==> src/hdl/rrq_pkg.sv <==
`default_nettype none

package rrq_pkg;

   localparam int ID_W = 4;
   localparam int OP_W = 2;

   typedef logic [ID_W-1:0] thread_id_type;
   typedef logic [OP_W-1:0] op_type;

   localparam op_type OP_INSERT   = 2'd0;
   localparam op_type OP_DESTROY  = 2'd1;
   localparam op_type OP_BLOCK    = 2'd2;
   localparam op_type OP_ACTIVATE = 2'd3;

endpackage

`default_nettype wire

==> src/hdl/rrq_link_ram.sv <==
`default_nettype none

module rrq_link_ram #(
   parameter int DEPTH = 16,
   parameter int AW    = 4
) (
   input  wire logic                  clock,
   input  wire logic                  wr_en,
   input  wire logic [AW-1:0]         wr_addr,
   input  wire rrq_pkg::thread_id_type wr_data,
   input  wire logic [AW-1:0]         rd_addr,
   output      rrq_pkg::thread_id_type rd_data
);
   import rrq_pkg::*;

   thread_id_type mem [DEPTH];
   thread_id_type rd_data_ff;

   always_ff @(posedge clock) begin
      if (wr_en) begin
         mem[wr_addr] <= wr_data;
      end
   end

   always_ff @(posedge clock) begin
      rd_data_ff <= mem[rd_addr];
   end

   assign rd_data = rd_data_ff;

endmodule

`default_nettype wire

==> src/hdl/round_robin_run_queue.sv <==
`default_nettype none

// FIFO run queue of thread ids with a current thread. The queue order is kept
// as a table of next pointers in a single-port-read, single-port-write
// memory; head, tail, count and the current thread sit in registers. One
// transaction is worked at a time. An insert first clears the link of the new
// tail, then points the old tail at it; an insert that is dropped (full queue
// or id out of range) writes nothing. Block and activate fetch the new head
// from the link memory when the queue keeps entries after the pop, and
// destroy of a queued thread walks the queue from the head, one link per cycle
// through the memory read port; an absent thread is dropped once the walk
// reaches the tail. The input side is taken again while a finished result
// still waits in the output register. The link memory needs no clearing after
// reset: an entry is only read after it has been written.
module round_robin_run_queue #(
   parameter int MAX_THREADS = 16
) (
   input  wire logic                   clock,
   input  wire logic                   reset,
   input  wire logic                   req_valid,
   output      logic                   req_ready,
   input  wire rrq_pkg::op_type        req_op,
   input  wire rrq_pkg::thread_id_type req_thread_id,
   output      logic                   rsp_valid,
   input  wire logic                   rsp_ready,
   output      rrq_pkg::thread_id_type rsp_current_thread,
   output      logic                   rsp_current_valid,
   output      logic                   rsp_runnable,
   output      logic                   rsp_became_runnable,
   output      logic                   rsp_no_runnable_error
);
   import rrq_pkg::*;

   localparam int AW = (MAX_THREADS > 1) ? $clog2(MAX_THREADS) : 1;
   localparam int CW = $clog2(MAX_THREADS + 1);

   localparam logic [2:0] S_IDLE = 3'd0;
   localparam logic [2:0] S_POP  = 3'd1;
   localparam logic [2:0] S_WALK = 3'd2;
   localparam logic [2:0] S_FIN  = 3'd3;
   localparam logic [2:0] S_LINK = 3'd4;

   logic [2:0]    state_ff, state_in;
   thread_id_type head_ff, head_in;
   thread_id_type tail_ff, tail_in;
   thread_id_type cur_ff, cur_in;
   logic          cur_valid_ff, cur_valid_in;
   logic [CW-1:0] count_ff, count_in;
   thread_id_type tid_ff, tid_in;
   thread_id_type walk_ff, walk_in;
   thread_id_type prev_ff, prev_in;
   logic [CW-1:0] idx_ff, idx_in;
   logic          became_ff, became_in;
   logic          err_ff, err_in;

   logic          rsp_valid_ff, rsp_valid_in;
   thread_id_type rsp_cur_ff, rsp_cur_in;
   logic          rsp_cv_ff, rsp_cv_in;
   logic          rsp_run_ff, rsp_run_in;
   logic          rsp_bec_ff, rsp_bec_in;
   logic          rsp_err_ff, rsp_err_in;

   logic          wr_en;
   logic [AW-1:0] wr_addr;
   thread_id_type wr_data;
   logic [AW-1:0] rd_addr;
   thread_id_type rd_data;

   logic          accept;
   logic          id_ok;
   logic          room_ok;
   logic          do_pop;
   logic          last_idx;

   rrq_link_ram #(
      .DEPTH (MAX_THREADS),
      .AW    (AW)
   ) u_link_ram (
      .clock   (clock),
      .wr_en   (wr_en),
      .wr_addr (wr_addr),
      .wr_data (wr_data),
      .rd_addr (rd_addr),
      .rd_data (rd_data)
   );

   assign req_ready = (state_ff == S_IDLE);
   assign accept    = req_valid && req_ready;
   assign id_ok     = 32'(req_thread_id) < MAX_THREADS;
   assign room_ok   = 32'(count_ff) < MAX_THREADS;
   assign last_idx  = (idx_ff + CW'(1)) == count_ff;

   always_comb begin
      state_in     = state_ff;
      head_in      = head_ff;
      tail_in      = tail_ff;
      cur_in       = cur_ff;
      cur_valid_in = cur_valid_ff;
      count_in     = count_ff;
      tid_in       = tid_ff;
      walk_in      = walk_ff;
      prev_in      = prev_ff;
      idx_in       = idx_ff;
      became_in    = became_ff;
      err_in       = err_ff;
      rsp_valid_in = rsp_valid_ff && !rsp_ready;
      rsp_cur_in   = rsp_cur_ff;
      rsp_cv_in    = rsp_cv_ff;
      rsp_run_in   = rsp_run_ff;
      rsp_bec_in   = rsp_bec_ff;
      rsp_err_in   = rsp_err_ff;
      wr_en        = 1'b0;
      wr_addr      = AW'(tail_ff);
      wr_data      = req_thread_id;
      rd_addr      = AW'(head_ff);
      do_pop       = 1'b0;

      unique case (state_ff)
         S_IDLE: begin
            if (accept) begin
               tid_in    = req_thread_id;
               became_in = 1'b0;
               err_in    = 1'b0;
               state_in  = S_FIN;
               unique case (req_op)
                  OP_INSERT: begin
                     if (id_ok && room_ok) begin
                        became_in = (count_ff == '0);
                        if (count_ff == '0) begin
                           head_in = req_thread_id;
                        end
                        // clear the new tail's link, append it next cycle
                        wr_en    = 1'b1;
                        wr_addr  = AW'(req_thread_id);
                        wr_data  = '0;
                        prev_in  = tail_ff;
                        tail_in  = req_thread_id;
                        count_in = count_ff + CW'(1);
                        state_in = S_LINK;
                     end
                  end
                  OP_DESTROY: begin
                     if (cur_valid_ff && cur_ff == req_thread_id) begin
                        do_pop = 1'b1;
                     end else if (id_ok && count_ff != '0) begin
                        // the head link is being fetched this cycle
                        walk_in  = head_ff;
                        prev_in  = '0;
                        idx_in   = '0;
                        state_in = S_WALK;
                     end
                  end
                  OP_BLOCK: begin
                     do_pop = 1'b1;
                  end
                  OP_ACTIVATE: begin
                     if (!cur_valid_ff) begin
                        do_pop = 1'b1;
                        err_in = (count_ff == '0);
                     end
                  end
               endcase

               if (do_pop) begin
                  if (count_ff == '0) begin
                     cur_valid_in = 1'b0;
                     cur_in       = '0;
                  end else begin
                     cur_in       = head_ff;
                     cur_valid_in = 1'b1;
                     count_in     = count_ff - CW'(1);
                     if (count_ff == CW'(1)) begin
                        head_in = '0;
                        tail_in = '0;
                     end else begin
                        state_in = S_POP;
                     end
                  end
               end
            end
         end
         S_LINK: begin
            // point the old tail at the new one
            if (!became_ff) begin
               wr_en   = 1'b1;
               wr_addr = AW'(prev_ff);
               wr_data = tid_ff;
            end
            state_in = S_FIN;
         end
         S_POP: begin
            head_in  = rd_data;
            state_in = S_FIN;
         end
         S_WALK: begin
            // rd_data holds the link of walk_ff
            rd_addr = AW'(rd_data);
            if (walk_ff == tid_ff) begin
               if (idx_ff == '0) begin
                  head_in = rd_data;
               end else begin
                  wr_en   = 1'b1;
                  wr_addr = AW'(prev_ff);
                  wr_data = rd_data;
               end
               if (last_idx) begin
                  tail_in = prev_ff;
               end
               count_in = count_ff - CW'(1);
               if (count_ff == CW'(1)) begin
                  head_in = '0;
                  tail_in = '0;
               end
               state_in = S_FIN;
            end else if (last_idx) begin
               // absent thread: drop the walk
               state_in = S_FIN;
            end else begin
               prev_in = walk_ff;
               walk_in = rd_data;
               idx_in  = idx_ff + CW'(1);
            end
         end
         S_FIN: begin
            if (!rsp_valid_ff || rsp_ready) begin
               rsp_valid_in = 1'b1;
               rsp_cur_in   = cur_valid_ff ? cur_ff : '0;
               rsp_cv_in    = cur_valid_ff;
               rsp_run_in   = cur_valid_ff || (count_ff != '0);
               rsp_bec_in   = became_ff;
               rsp_err_in   = err_ff;
               state_in     = S_IDLE;
            end
         end
         default: begin
            state_in = S_IDLE;
         end
      endcase
   end

   always_ff @(posedge clock) begin
      if (reset) begin
         state_ff     <= S_IDLE;
         head_ff      <= '0;
         tail_ff      <= '0;
         cur_ff       <= '0;
         cur_valid_ff <= 1'b0;
         count_ff     <= '0;
         rsp_valid_ff <= 1'b0;
      end else begin
         state_ff     <= state_in;
         head_ff      <= head_in;
         tail_ff      <= tail_in;
         cur_ff       <= cur_in;
         cur_valid_ff <= cur_valid_in;
         count_ff     <= count_in;
         rsp_valid_ff <= rsp_valid_in;
      end
   end

   always_ff @(posedge clock) begin
      tid_ff     <= tid_in;
      walk_ff    <= walk_in;
      prev_ff    <= prev_in;
      idx_ff     <= idx_in;
      became_ff  <= became_in;
      err_ff     <= err_in;
      rsp_cur_ff <= rsp_cur_in;
      rsp_cv_ff  <= rsp_cv_in;
      rsp_run_ff <= rsp_run_in;
      rsp_bec_ff <= rsp_bec_in;
      rsp_err_ff <= rsp_err_in;
   end

   assign rsp_valid             = rsp_valid_ff;
   assign rsp_current_thread    = rsp_cur_ff;
   assign rsp_current_valid     = rsp_cv_ff;
   assign rsp_runnable          = rsp_run_ff;
   assign rsp_became_runnable   = rsp_bec_ff;
   assign rsp_no_runnable_error = rsp_err_ff;

endmodule

`default_nettype wire

==> config.mk <==
export PLATFORM = sky130hd
export DESIGN_NAME = round_robin_run_queue
export DESIGN_NICKNAME = d
export VERILOG_FILES = /design/src/hdl/rrq_pkg.sv /design/src/hdl/rrq_link_ram.sv /design/src/hdl/round_robin_run_queue.sv
export SDC_FILE = /design/constraint.sdc
export NUM_CORES = 1
export LEC_CHECK = 0
export ABC_AREA = 0
export BUFFER_PORTS_ARGS = -buffer_cell sky130_fd_sc_hd__buf_2
export CAP_MARGIN = 20
export CORE_MARGIN = 2
export CORE_UTILIZATION = 29
export CTS_CLUSTER_DIAMETER = 40
export DETAILED_ROUTE_END_ITERATION = 8
export MAX_ROUTING_LAYER = met4
export PLACE_DENSITY = 0.42
export SLEW_MARGIN = 20
export SYNTH_ARGS = -nofsm -noshare
export SYNTH_HDL_FRONTEND = slang
export SYNTH_SLANG_ARGS = --single-unit
==> constraint.sdc <==
create_clock -name clock -period 2.89 [get_ports clock]
set_clock_uncertainty 0.05 [all_clocks]
set_input_delay 0.1445 -clock clock [delete_from_list [all_inputs] [get_ports clock]]
set_output_delay 0.1445 -clock clock [all_outputs]
set_load 0.05 [all_outputs]
==> flow_summary_export.csv <==
group,metric,value,unit
clock_network,cts_buffers,17,
sta,setup_tns,0,ns
critical_path,endpoint_kind,"flip-flop",
global_routing,grt_pass1_wl,25.1,mm
sta,finalCriticalPeriod,2.71,ns
sta,slew_violations,0,
power_and_ir_drop,power.density,1030,nW/um^2
clock_network,postCtsSetupRepairBufs,0,
global_routing,overflow,0,
placement,place_hpwl,11.6,mm
synthesis,yosys-top-cells-count,"91 x edfxtp_1, 51 x nand2_1, 34 x nor2_1",
synthesis,synth_top_flop_cell,"edfxtp_1",
power_and_ir_drop,power.share.clock,0.284,
outcome,status,"finished, final reports clean",
finish,layout-drive-gt1-share,0.207,
placement,portBuffers,19,
placement,place_worst_setup_slack,0.0809,ns
sta,clock.fmax,369,MHz
clock_network,worstSkewPairLatency,0.42,ns
global_routing,grt_pass1_vias,4228,
synthesis,syn-num-nets,514,
synthesis,ys_seq_area_frac,0.565,
clock_network,cts.clk_slew.worst_paths,0.06,ns
power_and_ir_drop,power.switching,2840,uW
drt,via_count,4352,
power_and_ir_drop,vdd_drop_max,0.000370,V
synthesis,yosysTopAreaCell,"edfxtp_1",
drt,drt_iter0_markers,290,
sta,final-setup-viol-count,0,
sta,grt_setup_unrepaired,"false",
finish,area_delta_synth_final,22.5,%
power_and_ir_drop,internal_power,4440,uW
placement,gp_congestion,0.804,
drt,post_drt_wl_per_cell,19.7,um
drt,avgViaCountPerCell,5.19,
critical_path,cpMaxStageDelayCell,"a21oi_1",
floorplanning,start_util,0.296,
power_and_ir_drop,seq_power_share,0.341,
critical_path,cp.arrival,2.97,ns
clock_network,cts_buffer_depth,2,
floorplanning,io_pins,20,
synthesis,yosysMostFrequentCell,"edfxtp_1",
clock_network,clock-sinks,117,
sta,period_share,0.937,
global_routing,grt_max_degree,34,
power_and_ir_drop,p_leak,0.00256,uW
drt,ant_nets,0,
critical_path,critPathKind,"reg2reg",
synthesis,netlist_area,5760,um^2
synthesis,synth.area.top_cells,"edfxtp_1 47%, dfxtp_1 9.0%, nand2_1 3.3%, a211oi_1 2.2%, nor2_1 2.2%",
floorplanning,dieArea,21000,um^2
sta,layout_setup_ws,0.183,ns
floorplanning,die_y,145,um
clock_network,cts_tree,"built",
critical_path,worstPathCellList,"inv_1 -> ha_1 -> nor4b_2 -> nor4bb_1 -> a21oi_1 -> o21ai_0 -> a311oi_1",
sta,slew_headroom,0.343,
floorplanning,fp-row-count,51,
critical_path,slowest_delay,0.81,ns
clock_network,cts_max_level,4,
synthesis,synth-seq-cells,117,
finish,utilization,0.362,
synthesis,avgSynthCellArea,11.6,um^2
power_and_ir_drop,p_comb_frac,0.375,
critical_path,path_max_fanout,11,
finish,n_fill_cell,1914,
job,maxCapViolCount,0,
clock_network,cts_root_buf,"clkbuf_16",
synthesis,netlist_instances,498,
drt,drt-total-wl,16.5,mm
global_routing,grtUsageTotal,0.170,
drt,dr.pass1.iters,5,
synthesis,yosysUniqueCellTypes,65,
sta,holdWs,0.0474,ns
synthesis,netlist.area_leader.share,0.475,
floorplanning,core_area,19500,um^2
synthesis,synth_edf_count,91,
sta,finalHoldViolations,0,
finish,diodes,0,
synthesis,async_reset_ff_frac,0,
min_path,hp-class,"in2reg",
power_and_ir_drop,p_sw_frac,0.390,
critical_path,cp.required,3.16,ns
synthesis,yosysWarnings,0,
drt,drc,0,
finish,fin_nets,577,
critical_path,start_kind,"flip-flop",
sta,tightestPinTransition,0.986,ns
floorplanning,die_x,145,um
global_routing,antenna_found_initial,0,
## final cells by class
cell class / instances / area (um^2) / area share
Timing Repair Buffer: 64 / 443 / 0.0628
Clock buffer: 17 / 425 / 0.0603
Clock inverter: 15 / 155 / 0.0220
Tap cell: 265 / 332 / 0.0470
Sequential cell: 117 / 3250 / 0.461
Inverter: 27 / 101 / 0.0144
Multi-Input combinational cell: 334 / 2340 / 0.332
## worst paths after layout
| check | endpoint | cells after the start | startpoint | slack [ns] |
|---|---|---|---|---|
| max | tail_ff[2] | 7 | count_ff[0] | 0.18 |
| min | err_ff | 3 | req_op[1] | 0.05 |
| max reg2reg | tail_ff[2] | 7 | count_ff[0] | 0.18 |
| min reg2reg | rsp_no_runnable_error | 0 | err_ff | 0.38 |
## worst max-delay path: cells and delay by family, from the launching register on
family	cells	cell delay [ns]
AO/OA/AOI/OAI	3	1.36
adder cells (fa/ha/maj)	1	0.17
buffers and inverters	1	0.10
flip-flops	1	0.31
AND/OR/NAND/NOR	2	0.60
## power groups by stage
stage               sequential (uW)  combinational [uW]  clock [uW]
floorplan                      2440                1810           0
global placement               2510                2690           0
detailed placement             2510                2700           0
CTS                            2480                2720        2110
global route                   2520                2980        2180
finish                         2480                2730        2070
## stage by stage
stage	std cells	area (um^2)	power, uW
after global routing	839	7050	7680
after floorplan	498	5760	4250
after detailed placement	803	6420	5210
after global placement	803	6420	5200
final	839	7050	7280
after CTS	839	7040	7310
## layer usage
| metal | routed length [um] | GRT usage | part of all wire |
|---|---|---|---|
| met5 | 0 | - | 0 |
| met4 | 312 | 0.0583 | 0.019 |
| met3 | 693 | 0.0382 | 0.042 |
| met2 | 7590 | 0.259 | 0.46 |
| met1 | 7910 | 0.224 | 0.48 |
## cell families after synthesis
kind of cell	share of synthesized area
AOI/OAI and AO/OA	0.175
xor gates and xnor gates	0.0315
adders and majority gates	0.0130
buffers and inverters	0.0328
DFF	0.565
muxes	0.0265
and+or+nand+nor	0.156
## timing repair
item / 4_1_cts / 5_1_grt
hold buffers: 4 / 0
setup endpoints to repair: 0 / 62
endpoints found under the hold margin: 4 / 0
gates resized for setup: 0 / 2
## layout by cell type (no fill, tap or decap), types with 7 or more instances in the layout
| cell type | n |
|---|---|
| inv_1 | 23 |
| and2_1 | 7 |
| a311o_1 | 8 |
| a221oi_1 | 8 |
| a311oi_1 | 8 |
| a211oi_1 | 17 |
| a21oi_1 | 18 |
| and3_1 | 11 |
| buf_2 | 19 |
| buf_4 | 41 |
| clkbuf_16 | 17 |
| a221o_1 | 7 |
| nand2_1 | 51 |
| xnor2_1 | 8 |
| edfxtp_1 | 91 |
| nand3_1 | 14 |
| dfxtp_1 | 26 |
| o21ai_0 | 11 |
| nor2_1 | 33 |
| nor4_1 | 16 |
| nor2b_1 | 12 |
| a211o_1 | 9 |
## flip-flops by register name, summed over array words and instances, names as in the netlist, 3 cells and up
signal / cells
u_link_ram.mem: 64
rsp_current_thread: 4
u_link_ram.rd_data: 4
tid_ff: 4
walk_ff: 4
idx_ff: 5
state_ff: 3
count_ff: 5
prev_ff: 4
head_ff: 4
cur_ff: 4
tail_ff: 4
No activity file was read; power rests on OpenSTA's default activity.
